<file path="config.mk">
export PLATFORM = sky130hd
export DESIGN_NAME = fcs_integ_ram
export DESIGN_NICKNAME = d
export VERILOG_FILES = /design/src/rtl/core/foc_cascade_svpwm_controller_macros.svh /design/src/rtl/core/fcs_pkg.sv /design/src/rtl/core/fcs_integ_ram.sv
export SDC_FILE = /design/constraint.sdc
export NUM_CORES = 1
export LEC_CHECK = 0
export ABC_CLOCK_PERIOD_IN_PS = 4100
export BUFFER_PORTS_ARGS = -buffer_cell sky130_fd_sc_hd__buf_2
export CELL_PAD_IN_SITES_DETAIL_PLACEMENT = 1
export CELL_PAD_IN_SITES_GLOBAL_PLACEMENT = 1
export CORE_MARGIN = 1.5
export CORE_UTILIZATION = 50
export CTS_BUF_LIST = sky130_fd_sc_hd__clkbuf_8
export DETAILED_ROUTE_END_ITERATION = 8
export PLACE_DENSITY_LB_ADDON = 0.05
export SLEW_MARGIN = 25
export SYNTH_ARGS = -nofsm -noshare
export SYNTH_HDL_FRONTEND = slang
export SYNTH_SLANG_ARGS = --single-unit
</file>
<file path="constraint.sdc">
create_clock -name clk -period 4.1 [get_ports clk]
set_input_delay 0.82 -clock clk [delete_from_list [all_inputs] [get_ports clk]]
set_output_delay 0.82 -clock clk [all_outputs]
set_load 0.005 [all_outputs]
</file>
<file path="src/rtl/core/foc_cascade_svpwm_controller_macros.svh">
// ----------------------------------------------------------------------------
// FOC cascade SVPWM controller assertion macros
// Concurrent check wrappers clocked on clk and disabled during rst.
// ----------------------------------------------------------------------------
`ifndef FOC_CASCADE_SVPWM_CONTROLLER_MACROS_SVH
`define FOC_CASCADE_SVPWM_CONTROLLER_MACROS_SVH
`ifndef SYNTHESIS
// Same-cycle implication.
`define FCS_ASSERT_IMP(lbl, ante, cons, msg) \
  lbl: assert property (@(posedge clk) disable iff (rst) (ante) |-> (cons)) \
    else $error(msg);
// Next-cycle implication.
`define FCS_ASSERT_NXT(lbl, ante, cons, msg) \
  lbl: assert property (@(posedge clk) disable iff (rst) (ante) |=> (cons)) \
    else $error(msg);
`else
`define FCS_ASSERT_IMP(lbl, ante, cons, msg)
`define FCS_ASSERT_NXT(lbl, ante, cons, msg)
`endif
`endif

</file>
<file path="src/rtl/core/fcs_pkg.sv">
// ----------------------------------------------------------------------------
// FOC cascade SVPWM controller package
// Payload types, register and state codes, fixed-point helpers.
// ----------------------------------------------------------------------------
package fcs_pkg;

  localparam int CordicIterations = 16;
  localparam int AtanEntries      = 24;
  localparam int GainFracBits     = 24;
  localparam int PW               = 72;

  localparam logic signed [33:0] CordicGainQ30 = 34'sd652032874;
  localparam logic signed [35:0] InvSqrt3Q15   = 36'sd18919;
  localparam logic signed [35:0] HalfSqrt3Q15  = 36'sd28378;
  localparam logic signed [35:0] Sqrt3Q15      = 36'sd56756;

  localparam logic [3:0] RegLoopMode     = 4'd0;
  localparam logic [3:0] RegPositionKp   = 4'd1;
  localparam logic [3:0] RegPositionKi   = 4'd2;
  localparam logic [3:0] RegVelocityKp   = 4'd3;
  localparam logic [3:0] RegVelocityKi   = 4'd4;
  localparam logic [3:0] RegCurrentKp    = 4'd5;
  localparam logic [3:0] RegCurrentKi    = 4'd6;
  localparam logic [3:0] RegPwmFullScale = 4'd7;

  localparam logic [1:0] ModePosition = 2'd0;
  localparam logic [1:0] ModeVelocity = 2'd1;
  localparam logic [1:0] ModeTorque   = 2'd2;
  localparam logic [1:0] ModeDisabled = 2'd3;

  localparam logic [1:0] IntegPos = 2'd0;
  localparam logic [1:0] IntegVel = 2'd1;
  localparam logic [1:0] IntegD   = 2'd2;
  localparam logic [1:0] IntegQ   = 2'd3;

  typedef logic signed [PW-1:0] wide_t;

  typedef struct packed {
    logic signed [15:0] phase_u_current;
    logic signed [15:0] phase_v_current;
    logic        [15:0] electrical_angle;
    logic signed [31:0] position_target;
    logic signed [31:0] velocity_target;
    logic signed [15:0] torque_target;
    logic signed [31:0] measured_position;
    logic signed [31:0] measured_velocity;
  } item_t;

  typedef struct packed {
    logic        [15:0] duty_u;
    logic        [15:0] duty_v;
    logic        [15:0] duty_w;
    logic        [2:0]  sector;
    logic signed [15:0] voltage_d;
    logic signed [15:0] voltage_q;
  } result_t;

  typedef struct packed {
    logic               re;
    logic        [1:0]  raddr;
    logic               we;
    logic        [1:0]  waddr;
    logic signed [31:0] wdata;
  } ram_req_t;

  typedef enum logic [5:0] {
    S_IDLE, S_CORDIC,
    S_B1, S_B2, S_B3, S_B4, S_B5, S_B6,
    S_P1, S_P2, S_P3, S_P4, S_P5,
    S_V1, S_V2, S_V3, S_V4, S_T1,
    S_C1, S_C2, S_C3, S_C4, S_C5, S_C6,
    S_I1, S_I2, S_I3, S_I4, S_I5,
    S_Z1, S_Z2, S_Z3, S_Z4, S_Z5, S_Z6, S_Z7, S_Z8,
    S_D1, S_D2, S_D3, S_D4, S_DONE
  } step_t;

  function automatic logic signed [15:0] sat16(input wide_t x);
    if (x > wide_t'(32767)) return 16'sh7fff;
    else if (x < wide_t'(-32768)) return 16'sh8000;
    else return x[15:0];
  endfunction

  function automatic logic signed [31:0] sat32(input wide_t x);
    if (x > wide_t'(64'sh7fffffff)) return 32'sh7fffffff;
    else if (x < -wide_t'(64'sh80000000)) return 32'sh80000000;
    else return x[31:0];
  endfunction

  function automatic wide_t rnd15(input wide_t x);
    return (x + wide_t'(16384)) >>> 15;
  endfunction

  function automatic logic signed [33:0] atan_entry(input logic [4:0] idx);
    case (idx)
      5'd0:  return 34'sh020000000;
      5'd1:  return 34'sh012E4051E;
      5'd2:  return 34'sh009FB385B;
      5'd3:  return 34'sh0051111D4;
      5'd4:  return 34'sh0028B0D43;
      5'd5:  return 34'sh00145D7E1;
      5'd6:  return 34'sh000A2F61E;
      5'd7:  return 34'sh000517C55;
      5'd8:  return 34'sh00028BE53;
      5'd9:  return 34'sh000145F2F;
      5'd10: return 34'sh0000A2F98;
      5'd11: return 34'sh0000517CC;
      5'd12: return 34'sh000028BE6;
      5'd13: return 34'sh0000145F3;
      5'd14: return 34'sh00000A2FA;
      5'd15: return 34'sh00000517D;
      5'd16: return 34'sh0000028BE;
      5'd17: return 34'sh00000145F;
      5'd18: return 34'sh000000A30;
      5'd19: return 34'sh000000518;
      5'd20: return 34'sh00000028C;
      5'd21: return 34'sh000000146;
      5'd22: return 34'sh0000000A3;
      5'd23: return 34'sh000000051;
      default: return '0;
    endcase
  endfunction

endpackage

</file>
<file path="src/rtl/core/fcs_integ_ram.sv">
// ----------------------------------------------------------------------------
// Integrator store
// Four-entry synchronous RAM, registered read, entries read as zero
// until first written after reset.
// ----------------------------------------------------------------------------
module fcs_integ_ram (
  input  logic               clk,
  input  logic               rst,
  input  fcs_pkg::ram_req_t  req,
  output logic signed [31:0] rd_data
);
  import fcs_pkg::*;

  logic signed [31:0] mem [4];
  logic [3:0]         written;

  always_ff @(posedge clk) begin
    if (req.we) begin
      mem[req.waddr] <= req.wdata;
    end
    if (req.re) begin
      rd_data <= written[req.raddr] ? mem[req.raddr] : '0;
    end
  end

  // valid bits stand in for the zero reset of the array
  always_ff @(posedge clk) begin
    if (rst) begin
      written <= '0;
    end else if (req.we) begin
      written[req.waddr] <= 1'b1;
    end
  end

endmodule

</file>
======== Word-level counts from Yosys, hierarchy flattened ========
Memory sizes are Yosys's and may differ from the RTL's. A register that Yosys moved wholly into a read port is not among the register bits.
Index checks and enable logic that the tools add are counted.
storage, ports and cells
  register bits after elaboration ......... 4
  RAM bits ................................ 128
  bits of input ports ..................... 40
  output and inout bits ................... 32
  memories ................................ 1
memories
  memory  depth  bits a word  rd ports  clocked after memory_dff  write ports  line                 text
  mem     4      32           1         1                         1            fcs_integ_ram.sv:14  logic signed [31:0] mem [4];
operators by class
  magnitude comparators ................... 3
  multiplexer cells ....................... 6
  bitwise operators ....................... 1
  reduce and logical (&&, ||, !) cells .... 2
operators by type and width
  operator            number
  $lt 2x3->1 const B  2
  $mux 1              4
  $or 4x4->4          1
  $bmux 1 s2          1
  $demux 1 s2         1
  $ge 2x1->1 const B  1
  $logic_and 1x1->1   1
  $logic_not 1->1     1

======== Depth between registers and ports, before layout ========
Gate-level depths: netlist of the first run.
  word-level depth ........................ 5
  gate-level depth with buffers ........... 4
  depth with buffers taken out ............ 2

======== Worst setup path after synthesis of the first run ========
No wires, ideal clock.
  kind .................................... in2reg
  from .................................... input req[32] (netlist bit)
  to ...................................... memory mem[0][0] (enable)
  library setup time ...................... 0.471 ns
  data arrival time ....................... 3.277 ns
  required time ........................... 3.629 ns
  setup slack ............................. 0.352 ns
  stages on the path ...................... 1
  path buffers ............................ 0
  cells stage by stage .................... nor3b_1
RTL lines
  what             line                 text
  start, declared  fcs_integ_ram.sv:9   input fcs_pkg::ram_req_t req,
  end, declared    fcs_integ_ram.sv:14
No word-level cell before the write port.

======== Worst setup path in the final report of the first run ========
  from .................................... input req[35] (netlist bit)
  to ...................................... register rd_data[18] (read register of mem), data pin
between the ends
  cells in the longest elaborated chain, start to end .. 3
ends and longest elaborated chain
  what                              line                 text
  $bmux 1 s2                        fcs_integ_ram.sv:22  rd_data <= written[req.raddr] ? mem[req.raddr] : '0;
  $mux 1 (implied by the code)      fcs_integ_ram.sv:22
  $logic_not 1->1 (no source line)  --
  end, declared                     fcs_integ_ram.sv:10  output logic signed [31:0] rd_data
Parallel ways exist; a longest one is shown, timed or not. The select of a mux whose other input is x is not followed.
A chain may end at the register's enable or synchronous reset.

==> results of run 1 <==
critical path, cell delays in order:
cell and delay (ns):
buf_2 0.12, buf_4 0.52, mux4_1 0.64, and2_2 0.20
layout make-up:
| class | count | area, um2 |
|---|---|---|
| timing repair buffer | 75 | 385 |
| fill | 1011 | 4930 |
| sequential | 164 | 4880 |
| clock buffer | 17 | 234 |
| clock inverter | 13 | 215 |
| multi-input combinational | 74 | 1170 |
| tap | 147 | 184 |
| antenna | 1 | 2.50 |
| inverter | 2 | 7.51 |
per-layer routing:
metal / GRT usage / routed length (um) / vias up
met5: 0 / 0 / -
met4: 0.0700 / 129 / 0
met3: 0.0569 / 449 / 13
met2: 0.312 / 5680 / 60
met1: 0.215 / 4440 / 1399
li1: - / - / 1209
registers in the layout, summed over array words and instances (netlist names):
register and flops:
mem 128, rd_data 32, written 4
metrics by stage:
step           instances  hold slack (ns)  area (um2)
2_1_floorplan        251            0.416        6150
3_3_place_gp         462            0.458        6630
3_5_place_dp         462            0.466        6630
4_1_cts              492            0.477        7080
5_1_grt              492            0.504        7080
6_report             493            0.468        7080
cells by family (layout without fill, tap and decap cells):
kind of cell           count (synthesis)  after routing
DFF                                  164            164
and+or+nand+nor                       37             37
muxes                                 33             33
buffers and inverters                 13            107
AOI/OAI and AO/OA                      4              4
other                                  0              1
synthesized netlist by cell type (2+ instances only):
master,count,share of area
and2_4,30,0.043
edfxtp_1,160,0.78
inv_1,2,0.0012
mux4_1,20,0.085
buf_2,3,0.0024
mux4_2,13,0.048
and2_2,2,0.0024
dfxtp_1,4,0.013
buf_6,7,0.013
o21ba_2,2,0.0033
worst max path at each step:
stage / from / endpoint / cells past startpoint
final: req[35] / rd_data[18] / 4
after global routing: req[35] / rd_data[18] / 4
after CTS: req[33] / mem[1][17] / 4
after detailed placement: req[33] / mem[1][0] / 4
after global placement: req[33] / mem[1][12] / 4
after floorplan: req[32] / mem[0][0] / 1
power breakdown:
part           internal, mW  leakage (nW)  switching (mW)
combinational        0.0927         0.784          0.0956
clock                 0.770         0.231           0.549
sequential             1.93          1.54          0.0218
total                  2.79          2.55           0.667
==> qor.yml, run 1 <==
status: "finished, final reports clean"
min_to: "written[1]"
cts_sinks: 164
hold_class: "reg -> reg"
dieHeight_um: 114
cts_root_buf: "clkbuf_8"
grt_use_total: 0.181
vias_per_cell: 5.44
ir_worst_vdd_v: 0.000312
tns_ns: 0
criticalPathCategory: "in -> reg"
grt_first_pass_wirelength_um: 16300
ys_types: 18
synthAdderAreaFrac: 0
final_core_util: 0.590
cp_max_fo: 32
cts_setup_buffers: 0
cts.path.max_buffers: 2
grt_pass1_vias: 2849
wl_um: 10700
leakage_nw: 2.55
tritoncts: "built"
chipWidth_um: 114
post-place-ws_ns: 1.38
finClkSkew_ns: 0.0119
endpoint_kind: "flip-flop"
ys_ff_latch: 164
clk_latency_ns: 0.45
slew_viol_final: 0
syn_area_um2: 6150
ctsHtreeMaxLevel: 4
ant_nets: 0
synth_top_family_by_area: "multiplexers"
fmax_mhz: 471
holdPathStages: 2
synthFlopType: "edfxtp_1"
period_minus_slack_ns: 2.12
core_area_um2: 12000
area_growth_pct: 15.1
synth_xor_area_frac: 0
antenna_found_initial: 1
synth.area.mux_share: 0.133
rows: 40
initial_core_util: 0.512
power.density_nw_per_um2: 489
async_flop_share: 0
io_buffers: 71
fin_crit_sh: 0.518
arrival_ns: 2.32
layout_common_cells: "edfxtp_1, buf_2, and2_4, mux4_1, clkbuf_8"
reg2reg_to: "rd_data[8]"
drc: 0
gp_congestion: 0.640
reg2reg_from: "written[3]"
wire_per_inst_um: 21.7
synth-compound-area-share: 0.00509
drtIter0Drc: 167
yosys_warnings: 0
cts.repair.resized: 0
vias: 2681
reg2reg_setup_slack_ns: 2.37
die_area_um2: 13000
synth_edf_count: 160
fin_ws_ns: 1.98
total_power_mw: 3.46
syn_area_per_cell_um2: 24.5
place_hpwl_um: 5930
synth_simple_gate_area_frac: 0.0507
cts_buffers: 17
crit_path_start_kind: "input pin"
hold_viol: 0
grt_max_degree: 34
synth_nets: 291
drtPass1Iterations: 4
io-pin-count: 72
syn_inst: 251
slew_headroom: 0.369
overflow: 0
layout-drive-gt1-share: 0.443
crit_required_ns: 4.29
hold_buffers: 0
rr_worst_depth: 2
setup_viol: 0
rsz0062_at_grt: "false"
cap_violations: 0
synth-seq-area-share: 0.794
nets: 374
hold_start: "written[1]"
tightest_slew_ns: 0.946
final_common_cell: "edfxtp_1"
cts.clk_slew.worst_paths_ns: 0.07
Power figures use the tool's default switching activity.
==> run 2, diff against run 1 <==
ABC_CLOCK_PERIOD_IN_PS = 1900   (was 4100)
CORE_UTILIZATION = 48   (was 50)
clock period = 1.9 ns   (was 4.1 ns; I/O delays follow)
==> qor.yml, run 2 (synthesis gave the netlist of run 1 again) <==
cap_violations: 0  # unchanged
layout-drive-gt1-share: 0.456  # +0.0129
grt_pass1_vias: 2959  # +3.9%
grt_max_degree: 34  # unchanged
cts.clk_slew.worst_paths_ns: 0.08  # about the same
slew_viol_final: 0  # unchanged
initial_core_util: 0.489  # -0.0227
final_core_util: 0.574  # -0.0154
tns_ns: 0  # unchanged
seqPwrFrac: 0.593  # +0.029
finClkSkew_ns: 0.00697  # -0.00492 ns
cts_buffers: 17  # unchanged
cp_max_fo: 31  # -3.1%
clk_latency_ns: 0.44  # about the same
place_hpwl_um: 6170  # +4.2%
dp.cells: 496  # +7.4%
crit_path_start_kind: "flip-flop"
grt_use_total: 0.174  # -0.00761
ctsHtreeMaxLevel: 4  # unchanged
p_sw_mw: 1.43  # +120%
core_area_um2: 12600  # +4.6%
comb_power_share: 0.063  # +0.009
overflow: 0  # unchanged
vias_per_cell: 5.23  # -3.8%
crit_required_ns: 2.10  # -2.19 ns
top_register: "mem"
cts_root_buf: "clkbuf_8"
fin_crit_sh: 0.762
place_area_um2: 6840  # +3.1%
cts_setup_buffers: 0  # unchanged
grt_first_pass_wirelength_um: 16400  # +0.63%
drtPass1Iterations: 4  # unchanged
post-place-ws_ns: 0.0816  # -1.30 ns
cts_sinks: 164  # unchanged
period_minus_slack_ns: 1.45
hold_class: "in -> reg"
swShare: 0.202  # +0.00961
antenna_cells: 0  # -1
tightest_slew_ns: 0.430  # -0.516 ns
rsz0062_at_grt: "false"
fin_hold_ws_ns: 0.153  # -0.315 ns
final_cells: 527  # +6.9%
fmax_mhz: 691
postLayoutCellArea_um2: 7220  # +1.9%
io-pin-count: 72  # unchanged
area_growth_pct: 17.3
internal_power_mw: 5.66  # +100%
io_buffers: 71  # unchanged
ir_worst_vdd_v: 0.000550  # +77%
gp_congestion: 0.630  # -1.7%
layout_common_cells: "edfxtp_1, buf_2, and2_4, mux4_1, clkbuf_8"
tritoncts: "built"
nets: 383  # +2.4%
rows: 41  # +2.5%
vias: 2758  # +2.9%
hold_viol: 0  # unchanged
criticalPathCategory: "reg -> reg"
arrival_ns: 1.64  # -0.68 ns
cts.repair.resized: 0  # unchanged
die_area_um2: 13500  # +4.1%
p_clk_frac: 0.344  # -0.037
setup_viol: 0  # unchanged
slew_headroom: 0.713  # +0.344
antenna_found_initial: 0  # -1
fin_ws_ns: 0.453  # -1.53 ns
chipWidth_um: 116  # +2.0%
power.density_nw_per_um2: 983  # +100%
dieHeight_um: 116  # +2.0%
drc: 0  # unchanged
status: "finished, final reports clean"
leakage_nw: 2.60  # +2.0%
wl_um: 10700  # -0.44%
wire_per_inst_um: 20.2  # -6.9%
top_regs: "mem (128), rd_data (32), written (4)"
drtIter0Drc: 132  # -21%
ant_nets: 0  # unchanged
hold_buffers: 0  # unchanged
total_power_mw: 7.09  # +110%
cts.path.max_buffers: 2  # unchanged
final_common_cell: "edfxtp_1"
endpoint_kind: "flip-flop"
largest_reg_flops: 128  # unchanged
-- run 2: cell types whose count changed in the layout (fill, tap and decap cells not counted), moves of 2 or more --
cell	before	now
bufinv_16	6	3
clkinv_2	3	6
inv_1	2	4
buf_12	0	8
-- run 2: final timing paths --
| kind | cells after the start | startpoint | endpoint | slack [ns] |
|---|---|---|---|---|
| worst max-delay path | 3 | written[1] | rd_data[18] | 0.45 |
| worst min-delay path | 2 | rst | written[1] | 0.15 |
| worst max register to register | 3 | written[1] | rd_data[18] | 0.45 |
| worst min register to register | 2 | written[1] | written[1] | 0.48 |
-- run 2: critical path, cell delays in order (launching register included) --
cell and delay, ns:
dfxtp_1 0.33, mux4_2 0.49, buf_12 0.20, and2_2 0.18
-- run 2: cell type report --
cell class / instances / area [um2]
inverters: 2 / 7.51
clock buffers: 17 / 234
flip-flops and latches: 164 / 4880
fillers: 1106 / 5350
clock inverters: 14 / 148
multi-input cells: 74 / 1170
repair buffers: 84 / 553
well taps: 172 / 215
-- run 2: power by group through the flow --
stage | Combinational (mW) | Sequential [mW] | Clock, mW
after floorplan | 0.241 | 4.28 | 0
after global placement | 0.447 | 4.28 | 0
after detailed placement | 0.459 | 4.29 | 0
after CTS | 0.460 | 4.21 | 2.52
after global routing | 0.487 | 4.23 | 2.63
final | 0.447 | 4.21 | 2.44
-- run 2: metal layers --
layer  routed length, um  track usage  vias up  share of wire
met1                4520        0.213     1452           0.42
met5                   0            0        -              0
met2                5650        0.299       64           0.53
met4                 138       0.0683        0          0.013
li1                    -            -     1229              -
met3                 350       0.0436       13          0.033
==> run 3, diff against run 2 <==
ABC_CLOCK_PERIOD_IN_PS = 1200   (was 1900)
clock period = 1.2 ns   (was 1.9 ns; I/O delays follow)
==> qor.yml, run 3 (synthesis gave the netlist of run 1 again) <==
grt_pass1_vias: 3131  # +5.8%
setup_viol: 41  # +41
chipWidth_um: 116  # unchanged
drtIter0Drc: 161  # +22%
area_growth_pct: 24.8
cts.path.max_buffers: 2  # unchanged
total_power_mw: 11.9  # +67%
drtPass1Iterations: 4  # unchanged
grt_first_pass_wirelength_um: 17100  # +4.4%
seqPwrFrac: 0.561  # -0.032
crit_start: "written[3]"
ant_nets: 0  # unchanged
crit_required_ns: 1.40  # -0.70 ns
cp_max_fo: 25  # -19%
die_area_um2: 13500  # unchanged
largest_reg_flops: 128  # unchanged
wl_um: 11100  # +4.0%
drc: 0  # unchanged
reg2reg_to: "rd_data[25]"
leakage_nw: 2.78  # +6.7%
cts.clk_slew.worst_paths_ns: 0.08  # about the same
comb_power_share: 0.069  # +0.006
overflow: 0  # unchanged
top_regs: "mem (128), rd_data (32), written (4)"
reg2reg_from: "written[3]"
endpoint: "rd_data[25]"
core_area_um2: 12600  # unchanged
dieHeight_um: 116  # unchanged
antenna_cells: 0  # unchanged
status: "finished with violations"
slew_headroom: 0.801  # +0.0875
swShare: 0.200  # -0.00204
clk_latency_ns: 0.45  # about the same
nets: 419  # +9.4%
place_hpwl_um: 6700  # +8.5%
ctsHtreeMaxLevel: 4  # unchanged
violations: "negative setup slack"
tritoncts: "built"
crit_buf_inv: 1  # unchanged
reg2reg_setup_slack_ns: -0.23  # -0.68 ns
hold_class: "in -> reg"
io_buffers: 71  # unchanged
fmax_mhz: 700  # +1.4%
endpoint_kind: "flip-flop"
power.density_nw_per_um2: 1550  # +57%
grt_max_degree: 33  # -2.9%
antenna_found_initial: 0  # unchanged
tightest_slew_ns: 0.299  # -0.132 ns
io-pin-count: 72  # unchanged
critPathMaxStageDelay_ns: 0.51  # +0.02 ns
arrival_ns: 1.63  # about the same
cts_setup_buffers: 0  # unchanged
final_common_cell: "edfxtp_1"
internal_power_mw: 9.50  # +68%
cts_sinks: 164  # unchanged
vias: 2842  # +3.0%
cp_num_cells: 3  # unchanged
slew_viol_final: 0  # unchanged
rows: 41  # unchanged
grt_use_total: 0.184  # +0.00989
critPathSlowestCell: "mux4_2"
rr_worst_depth: 3  # unchanged
p_sw_mw: 2.38  # +66%
crit_path_start_kind: "flip-flop"
fin_ws_ns: -0.228  # -0.681 ns
cts_root_buf: "clkbuf_8"
cts_buffers: 17  # unchanged
layout-drive-gt1-share: 0.435  # -0.0216
criticalPathCategory: "reg -> reg"
cp_top_family: "multiplexers"
cap_violations: 0  # unchanged
hold_start: "req[12]"
cp_cell_sequence: "mux4_2, buf_12, and2_4"
layout_common_cells: "edfxtp_1, buf_2, and2_4, dlygate4sd3_1, mux4_1"
gp_congestion: 0.657  # +4.3%
vias_per_cell: 5.05  # -3.5%
top_register: "mem"
wire_per_inst_um: 19.7  # -2.7%
p_clk_frac: 0.371  # +0.027
initial_core_util: 0.489  # unchanged
period_minus_slack_ns: 1.43  # -0.0193 ns
final_core_util: 0.611  # +0.0363
tns_ns: -7.07  # -7.07 ns
ir_worst_vdd_v: 0.00104  # +89%
finClkSkew_ns: 0.00933  # +0.00235 ns
fin_crit_sh: 1.19  # +0.428
rsz0062_at_grt: "true"
hold_viol: 0  # unchanged
==> run 3: cell count changes in the layout (fill, tap and decap cells not counted), sizes merged <==
cell         before  now
clkinv            8    4
bufinv            3    5
clkinvlp          1    4
inv               4    3
dlygate4sd3       0   31
buf              84   89
==> run 3: worst reg2reg max path: stages, from the launching register on <==
cell and delay [ns]:
dfxtp_2 0.33, mux4_2 0.51, buf_12 0.20, and2_4 0.15
==> run 3: worst min-delay path by stage <==
stage | depth (start not counted) | end | slack, ns
2_1_floorplan | 1 | written[1] | 0.31
3_3_place_gp | 2 | written[1] | 0.45
3_5_place_dp | 2 | written[1] | 0.45
4_1_cts | 1 | mem[0][12] | 0.002
5_1_grt | 1 | mem[0][12] | 0.004
6_report | 1 | mem[2][12] | 0.03
==> run 3: what timing repair did <==
item | CTS | global route
hold buffers | 31 | 0
hold endpoints to repair | 116 | 0
endpoints found under the setup margin | 62 | 64
resized for setup | 1 | 0
==> run 3: area by class of cell <==
| type | instances | area (um2) |
|---|---|---|
| clock buffer | 17 | 234 |
| clock inverter | 14 | 211 |
| fill | 1086 | 4890 |
| inverter | 2 | 11.3 |
| multi-input combinational | 74 | 1180 |
| sequential | 164 | 4890 |
| tap | 172 | 215 |
| timing repair buffer | 120 | 938 |
==> run 3: routing by layer <==
metal  wire length [um]  global-route usage
met5                  0                   0
met4                241              0.0886
met3                341              0.0451
met2               5650               0.305
met1               4850               0.229
==> run 3: power by group through the flow <==
| stage | Sequential (mW) | Combinational [mW] | Clock (mW) |
|---|---|---|---|
| 2_1_floorplan | 6.78 | 0.394 | 0 |
| 5_1_grt | 6.69 | 0.891 | 4.75 |
| 6_report | 6.66 | 0.817 | 4.40 |
| 4_1_cts | 6.67 | 0.839 | 4.53 |
| 3_3_place_gp | 6.78 | 0.738 | 0 |
| 3_5_place_dp | 6.79 | 0.760 | 0 |
==> run 3: through the flow <==
step | hold slack, ns | instance area, um2 | worst slack [ns] | instances
floorplan | 0.309 | 6190 | -0.349 | 251
global placement | 0.446 | 6920 | -0.443 | 501
detailed placement | 0.446 | 6920 | -0.520 | 501
CTS | 0.00155 | 7670 | -0.238 | 563
global route | 0.00403 | 7670 | -0.277 | 563
finish | 0.0254 | 7670 | -0.228 | 563
